[src/hdl/spd_pkg.sv]
`timescale 1ns / 1ps

package spd_pkg;

  // Price fields are fixed at 32 bits; the half width register at 4 bits.
  localparam int PRICE_W             = 32;
  localparam int HALF_W              = 4;
  localparam int DEF_MAX_HALF_WINDOW = 10;

  localparam logic [HALF_W-1:0] HALF_WINDOW_RST = HALF_W'(5);

  typedef struct packed {
    logic [PRICE_W-1:0] bar_high;
    logic [PRICE_W-1:0] bar_low;
    logic               new_series;
  } spd_in_t;

  typedef struct packed {
    logic               window_full;
    logic               is_swing_high;
    logic               is_swing_low;
    logic [PRICE_W-1:0] swing_high_price;
    logic [PRICE_W-1:0] swing_low_price;
  } spd_out_t;

endpackage

[src/hdl/swing_pivot_detector_core.sv]
`timescale 1ns / 1ps

// Channel   Direction  Handshake              Payload
// in_       input      in_valid / in_ready    spd_in_t  (bar_high, bar_low, new_series)
// out_      output     out_valid / out_ready  spd_out_t (window_full, swing flags, prices)
// cfg_      input      cfg_valid / cfg_ready  cfg_half_window, 4 bits
//
// One result per bar, one bar per cycle sustained while out_ready stays high.
// From its input transfer to its result showing on out_, a bar is first shifted
// into the window registers; then the center is compared against the span and
// the result register is loaded. Synchronous active-low reset empties the window count
// and both stages and sets the half width to 5. A stalled out_ holds the result
// register; the window stage takes one more bar, then in_ready stays low until
// out_ready returns, and both stages advance together in that cycle.

module swing_pivot_detector_core import spd_pkg::*; #(
  parameter int MAX_HALF_WINDOW = DEF_MAX_HALF_WINDOW
) (
  input  logic              clk,
  input  logic              rst_n,
  input  logic              in_valid,
  output logic              in_ready,
  input  spd_in_t           in_data,
  output logic              out_valid,
  input  logic              out_ready,
  output spd_out_t          out_data,
  input  logic              cfg_valid,
  output logic              cfg_ready,
  input  logic [HALF_W-1:0] cfg_half_window
);

  localparam int WIN_DEPTH = 2 * MAX_HALF_WINDOW + 1;
  localparam int CNT_W     = $clog2(WIN_DEPTH + 1);

  logic [HALF_W-1:0]  half_window_r;
  logic               stg_valid;
  logic               stg_take;
  logic [PRICE_W-1:0] high_win [WIN_DEPTH];
  logic [PRICE_W-1:0] low_win  [WIN_DEPTH];
  logic [CNT_W-1:0]   bars_seen;

  // Users write configuration only while idle (unenforced); take every transfer at once.
  assign cfg_ready = 1'b1;

  always_ff @(posedge clk) begin
    if (!rst_n) begin
      half_window_r <= HALF_WINDOW_RST;
    end else if (cfg_valid) begin
      half_window_r <= cfg_half_window;
    end
  end

  // Shift line of the last bars plus the count of bars held.
  spd_window #(
    .MAX_HALF_WINDOW (MAX_HALF_WINDOW)
  ) u_window (
    .clk       (clk),
    .rst_n     (rst_n),
    .in_valid  (in_valid),
    .in_ready  (in_ready),
    .in_data   (in_data),
    .stg_valid (stg_valid),
    .stg_take  (stg_take),
    .high_win  (high_win),
    .low_win   (low_win),
    .bars_seen (bars_seen)
  );

  // Parallel compare of the center bar and the result register.
  spd_eval #(
    .MAX_HALF_WINDOW (MAX_HALF_WINDOW)
  ) u_eval (
    .clk         (clk),
    .rst_n       (rst_n),
    .half_window (half_window_r),
    .stg_valid   (stg_valid),
    .stg_take    (stg_take),
    .high_win    (high_win),
    .low_win     (low_win),
    .bars_seen   (bars_seen),
    .out_valid   (out_valid),
    .out_ready   (out_ready),
    .out_data    (out_data)
  );

endmodule

[src/hdl/spd_window.sv]
`timescale 1ns / 1ps

module spd_window import spd_pkg::*; #(
  parameter int MAX_HALF_WINDOW = DEF_MAX_HALF_WINDOW,
  localparam int WIN_DEPTH = 2 * MAX_HALF_WINDOW + 1,
  localparam int CNT_W     = $clog2(WIN_DEPTH + 1)
) (
  input  logic               clk,
  input  logic               rst_n,
  input  logic               in_valid,
  output logic               in_ready,
  input  spd_in_t            in_data,
  output logic               stg_valid,
  input  logic               stg_take,
  output logic [PRICE_W-1:0] high_win [WIN_DEPTH],
  output logic [PRICE_W-1:0] low_win  [WIN_DEPTH],
  output logic [CNT_W-1:0]   bars_seen
);

  logic               stg_valid_r;
  logic [CNT_W-1:0]   bars_seen_r;
  logic [CNT_W-1:0]   bars_seen_nxt;
  logic [PRICE_W-1:0] high_win_r   [WIN_DEPTH];
  logic [PRICE_W-1:0] low_win_r    [WIN_DEPTH];
  logic [PRICE_W-1:0] high_win_nxt [WIN_DEPTH];
  logic [PRICE_W-1:0] low_win_nxt  [WIN_DEPTH];
  logic               accept;

  // The window may move only when the stage is empty or its bar moves on to evaluation.
  assign in_ready = !stg_valid_r || stg_take;
  assign accept   = in_valid && in_ready;

  always_comb begin
    high_win_nxt[0] = in_data.bar_high;
    low_win_nxt[0]  = in_data.bar_low;
    for (int i = 1; i < WIN_DEPTH; i++) begin
      high_win_nxt[i] = in_data.new_series ? '0 : high_win_r[i-1];
      low_win_nxt[i]  = in_data.new_series ? '0 : low_win_r[i-1];
    end
    if (in_data.new_series) begin
      bars_seen_nxt = CNT_W'(1);
    end else if (bars_seen_r < CNT_W'(WIN_DEPTH)) begin
      bars_seen_nxt = bars_seen_r + CNT_W'(1);
    end else begin
      bars_seen_nxt = bars_seen_r;
    end
  end

  always_ff @(posedge clk) begin
    if (!rst_n) begin
      stg_valid_r <= 1'b0;
      bars_seen_r <= '0;
    end else begin
      if (accept) begin
        stg_valid_r <= 1'b1;
        bars_seen_r <= bars_seen_nxt;
      end else if (stg_take) begin
        stg_valid_r <= 1'b0;
      end
    end
  end

  always_ff @(posedge clk) begin
    if (accept) begin
      high_win_r <= high_win_nxt;
      low_win_r  <= low_win_nxt;
    end
  end

  assign stg_valid = stg_valid_r;
  assign high_win  = high_win_r;
  assign low_win   = low_win_r;
  assign bars_seen = bars_seen_r;

endmodule

[src/hdl/spd_eval.sv]
`timescale 1ns / 1ps

module spd_eval import spd_pkg::*; #(
  parameter int MAX_HALF_WINDOW = DEF_MAX_HALF_WINDOW,
  localparam int WIN_DEPTH = 2 * MAX_HALF_WINDOW + 1,
  localparam int CNT_W     = $clog2(WIN_DEPTH + 1),
  localparam int IDX_W     = (WIN_DEPTH > 1) ? $clog2(WIN_DEPTH) : 1
) (
  input  logic               clk,
  input  logic               rst_n,
  input  logic [HALF_W-1:0]  half_window,
  input  logic               stg_valid,
  output logic               stg_take,
  input  logic [PRICE_W-1:0] high_win [WIN_DEPTH],
  input  logic [PRICE_W-1:0] low_win  [WIN_DEPTH],
  input  logic [CNT_W-1:0]   bars_seen,
  output logic               out_valid,
  input  logic               out_ready,
  output spd_out_t           out_data
);

  logic               out_valid_r;
  spd_out_t           out_data_r;
  spd_out_t           out_data_nxt;
  logic [IDX_W-1:0]   k_eff;
  logic [CNT_W-1:0]   span;
  logic [PRICE_W-1:0] ctr_high;
  logic [PRICE_W-1:0] ctr_low;
  logic               sh;
  logic               sl;
  logic               full;

  assign stg_take = stg_valid && (!out_valid_r || out_ready);

  // Clamp the half width to 1..MAX_HALF_WINDOW.
  always_comb begin
    if (half_window == '0) begin
      k_eff = IDX_W'(1);
    end else if (32'(half_window) > 32'(MAX_HALF_WINDOW)) begin
      k_eff = IDX_W'(MAX_HALF_WINDOW);
    end else begin
      k_eff = IDX_W'(half_window);
    end
  end

  assign span     = CNT_W'({1'b0, k_eff, 1'b1});
  assign ctr_high = high_win[k_eff];
  assign ctr_low  = low_win[k_eff];
  assign full     = bars_seen >= span;

  // Compare the center against every other bar inside the span in parallel.
  always_comb begin
    sh = 1'b1;
    sl = 1'b1;
    for (int i = 0; i < WIN_DEPTH; i++) begin
      if ((CNT_W'(i) < span) && (IDX_W'(i) != k_eff)) begin
        if (ctr_high < high_win[i]) sh = 1'b0;
        if (ctr_low > low_win[i])   sl = 1'b0;
      end
    end
    out_data_nxt = '0;
    if (full) begin
      out_data_nxt.window_full      = 1'b1;
      out_data_nxt.is_swing_high    = sh;
      out_data_nxt.is_swing_low     = sl;
      out_data_nxt.swing_high_price = ctr_high;
      out_data_nxt.swing_low_price  = ctr_low;
    end
  end

  always_ff @(posedge clk) begin
    if (!rst_n) begin
      out_valid_r <= 1'b0;
    end else if (stg_take) begin
      out_valid_r <= 1'b1;
    end else if (out_ready) begin
      out_valid_r <= 1'b0;
    end
  end

  always_ff @(posedge clk) begin
    if (stg_take) begin
      out_data_r <= out_data_nxt;
    end
  end

  assign out_valid = out_valid_r;
  assign out_data  = out_data_r;

endmodule
[config.mk]
export PLATFORM = sky130hd
export DESIGN_NAME = swing_pivot_detector_core
export DESIGN_NICKNAME = d
export VERILOG_FILES = /design/src/hdl/spd_pkg.sv /design/src/hdl/swing_pivot_detector_core.sv /design/src/hdl/spd_window.sv /design/src/hdl/spd_eval.sv
export SDC_FILE = /design/constraint.sdc
export NUM_CORES = 2
export LEC_CHECK = 0
export BUFFER_PORTS_ARGS = -buffer_cell sky130_fd_sc_hd__buf_2
export CORE_UTILIZATION = 55
export DETAILED_ROUTE_END_ITERATION = 8
export PLACE_DENSITY = 0.71
export SKIP_CTS_REPAIR_TIMING = 1
export SYNTH_ARGS = -nofsm -noshare
export SYNTH_HDL_FRONTEND = slang
export SYNTH_HIERARCHICAL = 1
export SYNTH_SLANG_ARGS = --single-unit
[constraint.sdc]
create_clock -name clk -period 45.2 [get_ports clk]
set_input_delay 6.78 -clock clk [delete_from_list [all_inputs] [get_ports clk]]
set_output_delay 6.78 -clock clk [all_outputs]
set_load 0.02 [all_outputs]
==> results.txt <==
Critical Path Fanout Max -> 4
CTS Buf Count -> 163
Antenna Violating Nets Remaining -> 0
Mean Syn Cell Area -> 10.73 um2
Final WS setup -> 30.82 ns
Count of non-filler cells in the finished layout -> 10892
Setup violators final -> 0
Synth Flop Type -> edfxtp_1
Hold Fails Final Rpt -> 0
Clock root buffer -> clkbuf_16
Max Clk Rate -> 69.55 MHz
Leak Pwr -> 0.04219 uW
Pin count of the biggest net entering global routing -> 206
Most frequent cells after synthesis -> edfxtp_1 (1411), nor2b_1 (1347), inv_1 (1346)
Seq cells post-synth -> 1422
Period utilisation layout -> 31.81%
M1 GR Usage -> 36.63%
Minimum clock period -> 14.38 ns
I/O pin total -> 144
Share of layout cells above drive strength 1 -> 7.148%
Clk_skew -> 0.02298 ns
Peak supply drop -> 0.00004183 V
GR Util All Layers -> 26.68%
Grt total ovfl -> 0
Setup_tns -> 0 ns
Drt total wl -> 222.7 mm
Gr busiest metal -> met2
Rel. slew slack -> 8.159%
Worst slew pin tran -> 1.343 ns
Placeable core area -> 162600 um2
Syn Std Cell Area -> 90020 um2
Status -> completed
Unrepaired setup endpoints after global routing -> no
MaxCap Viol Count -> 0
Final core occ -> 60.90%
Die area -> 165300 um2
Sequential area share after synthesis -> 47.32%
Antenna violations before repair -> 1
DP HPWL -> 159.8 mm
DIE HEIGHT -> 406.6 um
Clock Sink Count -> 1422
DRT iter0 DRCs -> 5337
CTS tree -> built
Setup CP Type -> primary input to output port
DP Worst Slack -> 30.80 ns
Power Density -> 39.73 nW/um2
Vias per cell -> 5.834
Row cnt -> 148
Clock Pin Slew Worst Setup and Hold Paths -> 0.05 ns
Initial Util -> 55.36%
Startpoint type of the worst setup path -> primary input
Top cell type's share of synthesized area -> 47.07%
Worst Path Required -> 38.42 ns
Worst Path Arrival -> 7.60 ns
Vias -> 63545
IO buf count -> 142
WL/cell -> 20.44 um
CP Capture Type -> output port
Global-route wire length before repair -> 342.3 mm
Synth area leader -> edfxtp_1
Htree depth -> 4
Clock buffer depth -> 3
Cell variety after synth -> 92
Syn nets -> 9790
Clk_lat worst skew -> 0.81 ns
Syn-to-layout area delta -> 10.01%
Met2 global-route usage -> 42.47%
Min-delay worst type -> flip-flop to flip-flop
Largest cells by area after synthesis -> edfxtp_1 (47%), ha_1 (18%), nor2b_1 (9.4%)
Chip width -> 406.6 um
DR pass1 iterations -> 6
Placed cell area -> 93900 um2
Pins Over Slew Limit -> 0
M3 GR Usage -> 4.948%
Gate count of the mapped netlist -> 8388
Design area -> 99020 um2
DRC Markers -> 0
Vias in the first global route -> 63411
Post-synth EDFFs -> 1411
GPL Wtd Cong -> 0.9196
Fraction of registers with async set/reset -> 0%
Ys Warns -> 6
Placed insts -> 10592
Final nets -> 9985
Most frequent cell after synthesis -> edfxtp_1
## power by group
group / total [uW] / switching (uW) / internal [uW] / leakage (uW)
combinational: 1040 / 642 / 400 / 0.0255
clock: 1280 / 542 / 738 / 0.00252
sequential: 1610 / 49.9 / 1560 / 0.0141
total: 3930 / 1230 / 2700 / 0.0422
## cell usage in the layout (no fill, tap or decap), types with 68 or more instances in the layout
cell type  instances
nand2_1          213
a211oi_1         106
nand3_1           80
a2111oi_0         68
clkbuf_16        166
a21o_1           160
edfxtp_1        1411
o21ai_0          260
ha_1            1328
buf_2            141
o22ai_1          128
inv_1           1344
nor3_1            74
nand4_1          212
nor2b_1         1345
buf_4            143
nor2_1           241
a21oi_1          336
## critical path, stage by stage
cell	delay, ns
buf_2	0.10
nor2b_1	0.23
nor2b_4	0.06
nand2b_1	0.23
buf_2	0.20
## routing by layer
metal / wire length, um / up-vias
met5: 13 / -
met4: 6915 / 2
met3: 15790 / 415
met2: 100800 / 1999
met1: 99130 / 30551
li1: - / 30578
## flip-flops by register name, summed over array words and instances, names as in the netlist
name	cells
u_window/bars_seen	5
u_window/low_win	672
u_eval/out_data	67
u_window/high_win	672
half_window_r	4
u_eval/out_valid	1
u_window/stg_valid	1
## logic make-up (layout without fill, tap and decap cells)
| logic type | after synthesis | after routing | synth area share [%] |
|---|---|---|---|
| AND/OR/NAND/NOR | 2417 | 2417 | 15.54 |
| adder cells (fa/ha/maj) | 1328 | 1328 | 18.46 |
| multiplexers | 10 | 10 | 0.1154 |
| AO/OA/AOI/OAI | 1599 | 1599 | 11.81 |
| other | 1 | 2 | 0.004166 |
| flip-flops | 1422 | 1422 | 47.32 |
| XOR/XNOR | 1 | 1 | 0.009732 |
| buffers and inverters | 1610 | 1938 | 6.741 |
## final cells by class
cell class	count	area (um2)
flip-flops and latches	1422	42600
fillers	13083	63560
inverters	1350	5075
multi-input cells	5356	41640
well taps	2175	2721
diodes	1	2.502
repair buffers	290	1879
clock buffers	186	4229
clock inverters	112	878.3
## stage by stage
stage	hold WS (ns)	power, uW
floorplan	0.4499	2408
global placement	0.4864	2595
detailed placement	0.4847	2661
CTS	0.5030	3949
global route	0.5366	4145
finish	0.4995	3934
## final timing paths
check                           from                  end  slack [ns]  cells past startpoint
setup / recovery           out_ready             in_ready       30.82                      5
hold / removal    u_window/stg_valid     u_eval/out_valid        0.50                      1
hold reg to reg   u_window/stg_valid     u_eval/out_valid        0.50                      1
setup reg to reg    half_window_r[1]  u_eval/out_data[64]       36.00                     20
Note: power is estimated with default switching activity, not from simulation.
